[src/hdl/tc256_pkg.sv]
// shared types and constants for the truecolor to 256-color quantizer
// no dependencies
package tc256_pkg;

    localparam int CACHE_ENTRIES = 64;
    localparam int CIDX_W = (CACHE_ENTRIES > 1) ? $clog2(CACHE_ENTRIES) : 1;
    localparam int CCNT_W = $clog2(CACHE_ENTRIES + 1);

    localparam int COLOR_W = 24;
    localparam int PIDX_W = 8;
    localparam int CNT_W = 32;
    localparam int QUOT_W = 7;
    localparam int QSTEP_W = $clog2(QUOT_W);
    localparam int NUM_W = CNT_W + QUOT_W;
    localparam int DEN_W = CNT_W + 1;

    // queue depth must be a power of two
    localparam int QDEPTH = 2;
    localparam int QPTR_W = (QDEPTH > 1) ? $clog2(QDEPTH) : 1;

    localparam logic signed [7:0] PCT_DISABLED = -8'sd1;

    typedef struct packed {
        logic [COLOR_W-1:0] color;
        logic [PIDX_W-1:0] quant;
        logic enable;
    } tc_item_t;

    typedef enum logic [2:0] {
        ST_IDLE,
        ST_SEARCH,
        ST_UPDATE,
        ST_PREP,
        ST_DIV,
        ST_FINISH
    } back_state_t;

endpackage

[src/hdl/tc256_front.sv]
// input side: accepts a color, quantizes it and pushes it into the queue
// depends on tc256_pkg
module tc256_front
    import tc256_pkg::*;
(
    input  logic in_valid,
    output logic in_ready,
    input  logic [COLOR_W-1:0] color_rgb,
    input  logic cache_enable,
    input  logic q_full,
    output logic q_push,
    output tc_item_t q_item
);

    localparam logic [7:0] GREY_LOW = 8'd8;
    localparam logic [7:0] GREY_HIGH = 8'd248;
    localparam logic [7:0] GREY_BASE = 8'd232;
    localparam logic [7:0] GREY_MAX_OFF = 8'd23;
    localparam logic [7:0] IDX_BLACK = 8'd16;
    localparam logic [7:0] IDX_WHITE = 8'd231;
    localparam logic [7:0] CUBE_BASE = 8'd16;
    localparam logic [7:0] RECIP_TEN = 8'd205;

    function automatic logic [2:0] cube_level(input logic [7:0] v);
        logic [2:0] q;
        if (v == 8'd255) q = 3'd5;
        else if (v >= 8'd204) q = 3'd4;
        else if (v >= 8'd153) q = 3'd3;
        else if (v >= 8'd102) q = 3'd2;
        else if (v >= 8'd51) q = 3'd1;
        else q = 3'd0;
        return q;
    endfunction

    logic [7:0] r, g, b;
    logic [7:0] grey_x;
    logic [15:0] grey_prod;
    logic [7:0] grey_off;
    logic [7:0] quant;

    assign r = color_rgb[23:16];
    assign g = color_rgb[15:8];
    assign b = color_rgb[7:0];

    // divide by ten through reciprocal, exact for the ramp range
    assign grey_x = r - GREY_LOW;
    assign grey_prod = {8'd0, grey_x} * {8'd0, RECIP_TEN};
    assign grey_off = {3'd0, grey_prod[15:11]};

    always_comb
    begin
        if (r == g && g == b)
        begin
            if (r < GREY_LOW)
                quant = IDX_BLACK;
            else if (r > GREY_HIGH)
                quant = IDX_WHITE;
            else if (grey_off > GREY_MAX_OFF)
                quant = GREY_BASE + GREY_MAX_OFF;
            else
                quant = GREY_BASE + grey_off;
        end
        else
        begin
            quant = CUBE_BASE
                  + 8'd36 * {5'd0, cube_level(r)}
                  + 8'd6 * {5'd0, cube_level(g)}
                  + {5'd0, cube_level(b)};
        end
    end

    assign in_ready = !q_full;
    assign q_push = in_valid && !q_full;
    assign q_item = '{color: color_rgb, quant: quant, enable: cache_enable};

endmodule

[src/hdl/tc256_queue.sv]
// short queue between front and back
// depends on tc256_pkg
module tc256_queue
    import tc256_pkg::*;
(
    input  logic clk,
    input  logic rst_n,
    input  logic push,
    input  tc_item_t push_item,
    input  logic pop,
    output tc_item_t head_item,
    output logic full,
    output logic empty
);

    tc_item_t slots [QDEPTH];
    logic [QPTR_W-1:0] wr_ptr_reg, wr_ptr_next;
    logic [QPTR_W-1:0] rd_ptr_reg, rd_ptr_next;
    logic [QPTR_W:0] count_reg, count_next;
    logic do_push, do_pop;

    assign full = (count_reg == (QPTR_W+1)'(QDEPTH));
    assign empty = (count_reg == '0);
    assign do_push = push && !full;
    assign do_pop = pop && !empty;
    assign head_item = slots[rd_ptr_reg];

    always_comb
    begin
        wr_ptr_next = do_push ? wr_ptr_reg + 1'b1 : wr_ptr_reg;
        rd_ptr_next = do_pop ? rd_ptr_reg + 1'b1 : rd_ptr_reg;
        count_next = count_reg;
        if (do_push && !do_pop)
            count_next = count_reg + 1'b1;
        else if (do_pop && !do_push)
            count_next = count_reg - 1'b1;
    end

    always_ff @(posedge clk or negedge rst_n)
    begin
        if (!rst_n)
        begin
            wr_ptr_reg <= '0;
            rd_ptr_reg <= '0;
            count_reg <= '0;
        end
        else
        begin
            wr_ptr_reg <= wr_ptr_next;
            rd_ptr_reg <= rd_ptr_next;
            count_reg <= count_next;
        end
    end

    always_ff @(posedge clk)
    begin
        if (do_push)
            slots[wr_ptr_reg] <= push_item;
    end

endmodule

[src/hdl/tc256_div.sv]
// restoring divider for the hit percentage, one quotient bit per cycle
// depends on tc256_pkg
module tc256_div
    import tc256_pkg::*;
(
    input  logic clk,
    input  logic rst_n,
    input  logic start,
    input  logic [NUM_W-1:0] num,
    input  logic [DEN_W-1:0] den,
    output logic done,
    output logic [QUOT_W-1:0] quot
);

    logic busy_reg, busy_next;
    logic done_reg, done_next;
    logic [QSTEP_W-1:0] step_reg, step_next;
    logic [NUM_W-1:0] rem_reg, rem_next;
    logic [DEN_W-1:0] den_reg, den_next;
    logic [QUOT_W-1:0] quot_reg, quot_next;
    logic [NUM_W:0] shifted_den;
    logic [NUM_W:0] trial;

    assign shifted_den = {{(NUM_W+1-DEN_W){1'b0}}, den_reg} << step_reg;
    assign trial = {1'b0, rem_reg} - shifted_den;

    always_comb
    begin
        busy_next = busy_reg;
        done_next = 1'b0;
        step_next = step_reg;
        rem_next = rem_reg;
        den_next = den_reg;
        quot_next = quot_reg;
        if (start)
        begin
            busy_next = 1'b1;
            step_next = QSTEP_W'(QUOT_W - 1);
            rem_next = num;
            den_next = den;
            quot_next = '0;
        end
        else if (busy_reg)
        begin
            quot_next = {quot_reg[QUOT_W-2:0], !trial[NUM_W]};
            if (!trial[NUM_W])
                rem_next = trial[NUM_W-1:0];
            if (step_reg == '0)
            begin
                busy_next = 1'b0;
                done_next = 1'b1;
            end
            else
                step_next = step_reg - 1'b1;
        end
    end

    always_ff @(posedge clk or negedge rst_n)
    begin
        if (!rst_n)
        begin
            busy_reg <= 1'b0;
            done_reg <= 1'b0;
        end
        else
        begin
            busy_reg <= busy_next;
            done_reg <= done_next;
        end
    end

    always_ff @(posedge clk)
    begin
        step_reg <= step_next;
        rem_reg <= rem_next;
        den_reg <= den_next;
        quot_reg <= quot_next;
    end

    assign done = done_reg;
    assign quot = quot_reg;

endmodule

[src/hdl/tc256_back.sv]
// back side: memo search and fill, hit and miss counters, result register
// depends on tc256_pkg and tc256_div
module tc256_back
    import tc256_pkg::*;
(
    input  logic clk,
    input  logic rst_n,
    input  logic q_empty,
    input  tc_item_t q_item,
    output logic q_pop,
    output logic out_valid,
    input  logic out_ready,
    output logic [PIDX_W-1:0] palette_index,
    output logic cache_hit,
    output logic signed [7:0] hit_percent
);

    back_state_t state_reg, state_next;

    logic [COLOR_W+PIDX_W-1:0] memo [CACHE_ENTRIES];
    logic [COLOR_W+PIDX_W-1:0] rd_data_reg;
    logic mem_we;

    logic [CCNT_W-1:0] fill_count_reg, fill_count_next;
    logic [CCNT_W-1:0] scan_reg, scan_next;
    logic chk_reg, chk_next;
    logic [CNT_W-1:0] hit_count_reg, hit_count_next;
    logic [CNT_W-1:0] miss_count_reg, miss_count_next;

    logic [COLOR_W-1:0] color_reg, color_next;
    logic [PIDX_W-1:0] quant_reg, quant_next;
    logic [PIDX_W-1:0] idx_reg, idx_next;
    logic hit_reg, hit_next;
    logic signed [7:0] pct_reg, pct_next;

    logic out_valid_reg, out_valid_next;
    logic [PIDX_W-1:0] out_idx_reg, out_idx_next;
    logic out_hit_reg, out_hit_next;
    logic signed [7:0] out_pct_reg, out_pct_next;

    logic div_start, div_done;
    logic [NUM_W-1:0] div_num;
    logic [DEN_W-1:0] div_den;
    logic [QUOT_W-1:0] div_quot;
    logic match;

    assign match = chk_reg && (rd_data_reg[COLOR_W+PIDX_W-1:PIDX_W] == color_reg);

    // hits * 100 as shift-and-add
    assign div_num = {1'b0, hit_count_reg, 6'd0} + {2'b0, hit_count_reg, 5'd0}
                   + {5'd0, hit_count_reg, 2'd0};
    assign div_den = {1'b0, hit_count_reg} + {1'b0, miss_count_reg};

    tc256_div u_div (
        .clk   (clk),
        .rst_n (rst_n),
        .start (div_start),
        .num   (div_num),
        .den   (div_den),
        .done  (div_done),
        .quot  (div_quot)
    );

    always_comb
    begin
        state_next = state_reg;
        fill_count_next = fill_count_reg;
        scan_next = scan_reg;
        chk_next = 1'b0;
        hit_count_next = hit_count_reg;
        miss_count_next = miss_count_reg;
        color_next = color_reg;
        quant_next = quant_reg;
        idx_next = idx_reg;
        hit_next = hit_reg;
        pct_next = pct_reg;
        out_valid_next = out_valid_reg && !out_ready;
        out_idx_next = out_idx_reg;
        out_hit_next = out_hit_reg;
        out_pct_next = out_pct_reg;
        q_pop = 1'b0;
        mem_we = 1'b0;
        div_start = 1'b0;

        unique case (state_reg)
            ST_IDLE:
            begin
                if (!q_empty)
                begin
                    q_pop = 1'b1;
                    color_next = q_item.color;
                    quant_next = q_item.quant;
                    scan_next = '0;
                    if (q_item.enable)
                        state_next = ST_SEARCH;
                    else
                    begin
                        idx_next = q_item.quant;
                        hit_next = 1'b0;
                        pct_next = PCT_DISABLED;
                        state_next = ST_FINISH;
                    end
                end
            end
            ST_SEARCH:
            begin
                if (match)
                begin
                    idx_next = rd_data_reg[PIDX_W-1:0];
                    hit_next = 1'b1;
                    state_next = ST_UPDATE;
                end
                else if (scan_reg == fill_count_reg)
                begin
                    idx_next = quant_reg;
                    hit_next = 1'b0;
                    state_next = ST_UPDATE;
                end
                else
                begin
                    chk_next = 1'b1;
                    scan_next = scan_reg + 1'b1;
                end
            end
            ST_UPDATE:
            begin
                if (hit_reg)
                begin
                    if (hit_count_reg != '1)
                        hit_count_next = hit_count_reg + 1'b1;
                end
                else
                begin
                    if (miss_count_reg != '1)
                        miss_count_next = miss_count_reg + 1'b1;
                    if (fill_count_reg < CCNT_W'(CACHE_ENTRIES))
                    begin
                        mem_we = 1'b1;
                        fill_count_next = fill_count_reg + 1'b1;
                    end
                end
                state_next = ST_PREP;
            end
            ST_PREP:
            begin
                div_start = 1'b1;
                state_next = ST_DIV;
            end
            ST_DIV:
            begin
                if (div_done)
                begin
                    pct_next = $signed({1'b0, div_quot});
                    state_next = ST_FINISH;
                end
            end
            ST_FINISH:
            begin
                if (!out_valid_reg || out_ready)
                begin
                    out_valid_next = 1'b1;
                    out_idx_next = idx_reg;
                    out_hit_next = hit_reg;
                    out_pct_next = pct_reg;
                    state_next = ST_IDLE;
                end
            end
            default:
                state_next = ST_IDLE;
        endcase
    end

    always_ff @(posedge clk or negedge rst_n)
    begin
        if (!rst_n)
        begin
            state_reg <= ST_IDLE;
            fill_count_reg <= '0;
            chk_reg <= 1'b0;
            hit_count_reg <= '0;
            miss_count_reg <= '0;
            out_valid_reg <= 1'b0;
        end
        else
        begin
            state_reg <= state_next;
            fill_count_reg <= fill_count_next;
            chk_reg <= chk_next;
            hit_count_reg <= hit_count_next;
            miss_count_reg <= miss_count_next;
            out_valid_reg <= out_valid_next;
        end
    end

    always_ff @(posedge clk)
    begin
        scan_reg <= scan_next;
        color_reg <= color_next;
        quant_reg <= quant_next;
        idx_reg <= idx_next;
        hit_reg <= hit_next;
        pct_reg <= pct_next;
        out_idx_reg <= out_idx_next;
        out_hit_reg <= out_hit_next;
        out_pct_reg <= out_pct_next;
    end

    // memo, one write and one registered read port
    always_ff @(posedge clk)
    begin
        if (mem_we)
            memo[fill_count_reg[CIDX_W-1:0]] <= {color_reg, quant_reg};
        rd_data_reg <= memo[scan_reg[CIDX_W-1:0]];
    end

    assign out_valid = out_valid_reg;
    assign palette_index = out_idx_reg;
    assign cache_hit = out_hit_reg;
    assign hit_percent = out_pct_reg;

endmodule

[src/hdl/truecolor_to_256_palette_cached.sv]
// truecolor to 256-color palette quantizer with memo cache, top level
// cache disabled: an item goes from the queue to the result register; enabled: it is also
// searched in the memo, counted and divided, one item at a time; the memo scan reads one
// entry per cycle through a single read port and the percentage takes 7 divider steps
// reset clears counters, fill count and handshake state and sets cache_enable;
// memo contents are not cleared, only filled entries are ever compared
module truecolor_to_256_palette_cached
    import tc256_pkg::*;
(
    input  logic clk,
    input  logic rst_n,
    input  logic in_valid,
    output logic in_ready,
    input  logic [COLOR_W-1:0] color_rgb,
    output logic out_valid,
    input  logic out_ready,
    output logic [PIDX_W-1:0] palette_index,
    output logic cache_hit,
    output logic signed [7:0] hit_percent,
    input  logic cfg_valid,
    output logic cfg_ready,
    input  logic cfg_data
);

    logic cache_enable_reg;
    logic q_full, q_empty, q_push, q_pop;
    tc_item_t push_item, head_item;

    assign cfg_ready = 1'b1;

    always_ff @(posedge clk or negedge rst_n)
    begin
        if (!rst_n)
            cache_enable_reg <= 1'b1;
        else if (cfg_valid && cfg_ready)
            cache_enable_reg <= cfg_data;
    end

    tc256_front u_front (
        .in_valid     (in_valid),
        .in_ready     (in_ready),
        .color_rgb    (color_rgb),
        .cache_enable (cache_enable_reg),
        .q_full       (q_full),
        .q_push       (q_push),
        .q_item       (push_item)
    );

    tc256_queue u_queue (
        .clk       (clk),
        .rst_n     (rst_n),
        .push      (q_push),
        .push_item (push_item),
        .pop       (q_pop),
        .head_item (head_item),
        .full      (q_full),
        .empty     (q_empty)
    );

    tc256_back u_back (
        .clk           (clk),
        .rst_n         (rst_n),
        .q_empty       (q_empty),
        .q_item        (head_item),
        .q_pop         (q_pop),
        .out_valid     (out_valid),
        .out_ready     (out_ready),
        .palette_index (palette_index),
        .cache_hit     (cache_hit),
        .hit_percent   (hit_percent)
    );

    a_push_lands: assert property (@(posedge clk) disable iff (!rst_n)
        in_valid && in_ready |=> !q_empty)
        else $error("accepted beat did not reach the queue");

    a_index_range: assert property (@(posedge clk) disable iff (!rst_n)
        out_valid |-> palette_index >= 8'd16)
        else $error("palette index below cube base");

    a_hit_has_percent: assert property (@(posedge clk) disable iff (!rst_n)
        out_valid && cache_hit |-> hit_percent != PCT_DISABLED)
        else $error("cache hit reported with disabled percentage");

endmodule
[config.mk]
export PLATFORM = sky130hd
export DESIGN_NAME = truecolor_to_256_palette_cached
export DESIGN_NICKNAME = d
export VERILOG_FILES = /design/src/hdl/tc256_pkg.sv /design/src/hdl/tc256_front.sv /design/src/hdl/tc256_queue.sv /design/src/hdl/tc256_div.sv /design/src/hdl/tc256_back.sv /design/src/hdl/truecolor_to_256_palette_cached.sv
export SDC_FILE = /design/constraint.sdc
export NUM_CORES = 2
export LEC_CHECK = 0
export BUFFER_PORTS_ARGS = -buffer_cell sky130_fd_sc_hd__buf_2
export CORE_MARGIN = 2
export CORE_UTILIZATION = 26
export CTS_CLUSTER_DIAMETER = 60
export DETAILED_ROUTE_END_ITERATION = 16
export GPL_TIMING_DRIVEN = 0
export PLACE_DENSITY = 0.38
export SLEW_MARGIN = 5
export SYNTH_ARGS = -nofsm -noshare
export SYNTH_HDL_FRONTEND = slang
export SYNTH_SLANG_ARGS = --single-unit
[constraint.sdc]
create_clock -name clk -period 8.6 [get_ports clk]
set_input_delay 0.86 -clock clk [delete_from_list [all_inputs] [get_ports clk]]
set_output_delay 0.86 -clock clk [all_outputs]
set_load 0.01 [all_outputs]
---- Word level (Yosys, flattened, before mapping) ----
Memory sizes are Yosys's and may differ from the RTL's. A register that Yosys moved wholly into a read port is not among the register bits.
Index checks and enable logic that the tools add are counted.
word-level totals
  memories kept ........................... 2
  word-level logic and storage cells ...... 198
  memory bits (writable) .................. 2114
  flip-flop bits (word level) ............. 238
  bits of input ports ..................... 30
memory list
  memory         words  width  rd ports  clocked after memory_dff  write ports  RTL line           source
  u_back.memo    64     32     1         1                         1            tc256_back.sv:20   logic [COLOR_W+PIDX_W-1:0] memo [CACHE_ENTRIES];
  u_queue.slots  2      33     1         0                         1            tc256_queue.sv:16  tc_item_t slots [QDEPTH];
cells by class
  shifts and indexed selects .............. 1
  mux-type cells .......................... 73
  magnitude comparators ................... 16
  equality and inequality tests ........... 23
  bitwise logic cells ..................... 3
  $add $sub $neg .......................... 18
  multipliers ............................. 3
  reductions and logical operators ........ 34
operators by type and width
  operator                 count
  $mux W39                 3
  $mux W8                  11
  $add A32 B1 Y32 const B  2
  $ne A32 B32 Y1 const B   2
  $mux W3                  21
  $ge A8 B8 Y1 const B     6
  $shl A33 B3 Y40          1
  $sub A39 B40 Y40         1
  $add A38 B37 Y39         1
  $add A39 B34 Y39         1
  $add A32 B32 Y33         1
  $pmux W8 S2              2
  $mux W1                  28
  $eq A24 B24 Y1           1
  $eq A8 B8 Y1 const B     3
  $ge A8 B6 Y1 const B     3
  $ge A8 B7 Y1 const B     3
  $mux W7                  3
  $pmux W3 S6              1
  $eq A8 B8 Y1             2
  $mul A8 B8 Y16 const B   1
  $reduce_and A4 Y1        4
  $add A7 B1 Y7 const B    2
  $pmux W7 S2              1
  other kinds (34)         67

---- Depth between registers and ports, before layout ----
  depth after elaboration ................. 12
  mapped depth ............................ 20
  depth with buffers taken out ............ 20

---- Cells and area by module ----
A second synthesis with hierarchy kept.
unflattened totals
  cells, all modules ...................... 5175
  area total of the unflattened synthesis .. 100610.2 um^2
modules (own cells, without submodules)
  module                           times used  cells an instance  area an instance (um^2)
  tc256_back                       1           4113               89104.2
  tc256_div                        1           646                6413.7
  tc256_queue                      1           122                2730.1
  tc256_front                      1           290                2309.7
  truecolor_to_256_palette_cached  1           4                  52.6

---- Least setup slack after synthesis ----
OpenSTA, ideal clock, no wires.
  path kind ............................... input port to flip-flop
  start ................................... input port color_rgb[21]
  end ..................................... memory u_queue.slots[0][2] in the netlist's numbering (data pin)
  arrival time ............................ 5.052 ns
  path slack .............................. 3.283 ns
  library setup time ...................... 0.265 ns
  cell stages on the path ................. 20
  path through ............................ buf_2 nor3_1 xnor2_1 inv_1 ha_1 inv_1 fa_1 fa_1 fa_1 inv_1 ha_1 a21oi_1 nor2b_1 o21ai_0 o211ai_1 a31oi_1 xnor2_1 nand2_1 a21oi_1 or2_2
RTL lines
  what                RTL line                               source
  start: declaration  truecolor_to_256_palette_cached.sv:14  input logic [COLOR_W-1:0] color_rgb,
  end: declaration    tc256_queue.sv:16

---- Worst setup path after layout ----
  start ................................... register u_back.u_div.step_reg[0]
  end ..................................... register u_back.u_div.rem_reg[6], enable pin
between the ends
  word-level cells in the longest chain between the ends .. 4
ends and longest elaborated chain
  what                         RTL line         source
  start: declaration           tc256_div.sv:17  logic [QSTEP_W-1:0] step_reg, step_next;
  start signal: assignment     tc256_div.sv:74  step_reg <= step_next;
  $shl A33 B3 Y40              tc256_div.sv:24  assign shifted_den = {{(NUM_W+1-DEN_W){1'b0}}, den_reg} << step_reg;
  $sub A39 B40 Y40             tc256_div.sv:25  assign trial = {1'b0, rem_reg} - shifted_den;
  $ne A2 B1 Y1 (no line)       --
  $reduce_and A2 Y1 (no line)  --
  end signal: assignment       tc256_div.sv:75  rem_reg <= rem_next;
  end: declaration             tc256_div.sv:18  logic [NUM_W-1:0] rem_reg, rem_next;
No other way between the ends.
A chain may end at the register's enable or synchronous reset.

==> impl_metrics.tcl <==
set metrics [dict create \
    drc 0 \
    synth_top_area_share_pct 68.0 \
    setup_ws_ns 2.08 \
    drv_cap 0 \
    cts_buffers 303 \
    period_minus_slack_ns 6.52 \
    overflow 0 \
    worstReg2RegEnd "u_back.u_div.rem_reg[6]$_DFFE_PP_" \
    ctsHoldBuffers 1 \
    firstDrtPassIters 5 \
    dieWidth_um 623 \
    vias_per_cell 4.67 \
    start_util_pct 26.1 \
    clkLatencyLatePin_ns 0.91 \
    critPathMaxFanout 28 \
    placed_area_um2 111000 \
    synth.area.top_cells "edfxtp_1 (68%), mux4_2 (16%), ha_1 (2.5%)" \
    synth_nets 5258 \
    final_area_um2 121000 \
    reg2regPathDepth 17 \
    fillCellCount 36500 \
    skew_ns 0.111 \
    area_growth_pct 21.7 \
    synth_edf_count 2259 \
    syn_avg_cell_area_um2 20.0 \
    power.leakage_nw 39.7 \
    layout.nets 5803 \
    ir_worst_vdd_v 0.000180 \
    dpl_worst_slack_ns 1.93 \
    drt_iter0_markers 4203 \
    cts_resized 0 \
    grt_usage_pct 15.9 \
    hpwl_um 221000 \
    synthCells 4985 \
    drive_gt1_share_pct 27.4 \
    async_flop_share_pct 3.48 \
    cp_slowest_cell "nor4_1" \
    clk_path_buf_depth 4 \
    seq_area_um2 70800 \
    clk_pin_slew_ns 0.05 \
    yosysSeqAreaShare_pct 71.0 \
    crit_type "register to register" \
    portBuffers 48 \
    worstPathRequired_ns 9.15 \
    yosys.cell_types.count 84 \
    reg2reg_from "u_back.u_div.step_reg[0]$_SDFFE_PP0P_" \
    path_common_cell "clkbuf_1" \
    hold_class "input pin to register" \
    dp.cells 10300 \
    yosys.area.top_type "edfxtp_1" \
    die_area_um2 388000 \
    antenna_left 0 \
    cp_data_arrival_time_ns 7.08 \
    path_cells "clkbuf_1 > clkbuf_1 > clkbuf_1 > a211oi_1 > a21oi_1 > mux2i_1 > ha_1 > and4_1 > o21ai_1 > a31oi_1 > nor4_1 > o21ai_1 > a21bo_2 > a221oi_2 > mux2_2 > nand2_2 > buf_12" \
    drv_slew 0 \
    drt-total-wl_um 312000 \
    ys_ff_latch 2384 \
    post_cts_buffers 0 \
    multi_input_area_um2 28100 \
    hold_path.startpoint "color_rgb[23]" \
    htreeDepth 5 \
    start_kind "register" \
    grt_setup_unrepaired "no" \
    wl_per_cell_um 28.8 \
    route.top_layer_used "met5" \
    dominantRegCellSynth "edfxtp_1" \
    rrSetupSlack_ns 2.08 \
    grt_pass1_vias 53300 \
    cts-root-buf "clkbuf_16" \
    cts_tree "yes" \
    synth.cell_area_um2 99700 \
    tns_ns 0 \
    met1_length_um 136000 \
    io-pin-count 50 \
    die-height_um 623 \
    run_status "finished clean" \
    whs_endpoint "u_queue.slots[0][32]$_DFFE_PP_" \
    wl_met3_um 12300 \
    wl_met2_um 156000 \
    grt_max_degree 48 \
    p_per_area_nw_per_um2 344 \
    hold_violations 0 \
    cts_sinks 2384 \
    setup_viol 0 \
    antenna_found_initial 36 \
    yosys_warnings 0 \
    grt_first_pass_wirelength_um 435000 \
    max_freq_mhz 153 \
    fin_cells 10800 \
    setup.worst_path.end_class "register" \
    cpPeakStageDelay_ns 0.70 \
    vias 50600 \
    place_congestion 0.762 \
    rows 227 \
    core-area_um2 382000 \
    largest_reg_flops 2048 \
    hold_path_depth 1 \
    slew_headroom_pct 11.1 \
    post-route-period-util_pct 75.9 \
    tightest_slew_ns 1.33 \
]
## layout make-up
| type | instances | area share [%] |
|---|---|---|
| Antenna cell | 10 | 0.0206 |
| Buffer | 218 | 0.848 |
| Clock buffer | 367 | 6.62 |
| Clock inverter | 181 | 1.44 |
| Inverter | 96 | 0.297 |
| Multi-Input combinational cell | 2287 | 23.1 |
| Sequential cell | 2384 | 58.3 |
| Tap cell | 5038 | 5.19 |
| Timing Repair Buffer | 240 | 4.14 |
## how the worst max path moves through the flow
stage          slack, ns  cells after the start                                    end                                  start
2_1_floorplan       3.28                     20          u_queue.slots[0][2]$_DFFE_PP_                          color_rgb[21]
3_3_place_gp        0.92                     16  u_back.u_div.rem_reg[1]$_SDFFCE_PP0P_  u_back.u_div.step_reg[0]$_SDFFE_PP0P_
3_5_place_dp        1.93                     17  u_back.u_div.rem_reg[1]$_SDFFCE_PP0P_  u_back.u_div.step_reg[0]$_SDFFE_PP0P_
4_1_cts             1.91                     17     u_back.u_div.rem_reg[19]$_DFFE_PP_  u_back.u_div.step_reg[0]$_SDFFE_PP0P_
5_1_grt             1.62                     17     u_back.u_div.rem_reg[19]$_DFFE_PP_  u_back.u_div.step_reg[0]$_SDFFE_PP0P_
6_report            2.08                     17      u_back.u_div.rem_reg[6]$_DFFE_PP_  u_back.u_div.step_reg[0]$_SDFFE_PP0P_
## layer usage
layer	vias up	GRT usage, %
met1	27500	21.1
met3	382	2.21
met4	4	3.82
li1	21700	-
met2	1002	27.4
met5	-	0
## layout by cell type, fill, tap and decap left out, drive strengths merged, types with 40 or more instances in the layout
master	synthesis	final
ha	199	199
nor2	203	203
edfxtp	2259	2259
a21o	51	51
mux2i	58	58
o21ai	89	89
buf	99	334
dfrtp	82	82
a21oi	139	139
xor2	81	81
inv	95	111
clkbuf	119	490
mux4	695	695
nand2	136	136
fa	44	44
xnor2	132	132
dfxtp	42	42
nor3	40	40
nand3	59	59
clkinv	1	123
## power breakdown
part	total, W	switching, W	internal, W
clock network	0.0125	0.00509	0.00738
registers	0.0148	0.000475	0.0143
logic	0.0145	0.00865	0.00581
## critical path: cells and delay by family (launching register included)
| kind | cells | cell delay (ns) |
|---|---|---|
| buffers and inverters | 4 | 2.07 |
| AOI/OAI and AO/OA | 7 | 1.58 |
| and+or+nand+nor | 3 | 1.23 |
| muxes | 2 | 0.55 |
| adders and majority gates | 1 | 0.41 |
| DFF | 1 | 0.32 |
## logic make-up after synthesis
kind of cell,count (synthesis),share of synthesized area (%)
adder cells (fa/ha/maj),243,3.38
XOR/XNOR,213,1.87
flip-flops,2384,71.0
AO/OA/AOI/OAI,419,2.66
multiplexers,792,16.7
buffers and inverters,314,1.37
other,1,0.00376
AND/OR/NAND/NOR,619,3.01
## cells in the mapped netlist, types with 78 or more instances
library cell  instances
xnor2_1             132
nand2_1             136
dfrtp_1              82
xor2_1               81
clkbuf_1            119
mux4_2              695
o21ai_0              78
edfxtp_1           2259
nor2_1              203
a21oi_1             139
inv_1                94
ha_1                199
## through the flow
stage          utilization [%]  hold WS [ns]  power (W)
2_1_floorplan                -         0.400     0.0230
3_3_place_gp              27.8         0.411     0.0290
3_5_place_dp              29.2         0.405     0.0299
4_1_cts                   31.7        0.0844     0.0425
5_1_grt                   31.8         0.140     0.0436
6_report                  31.8         0.170     0.0417
Power figures use the tool's default switching activity.
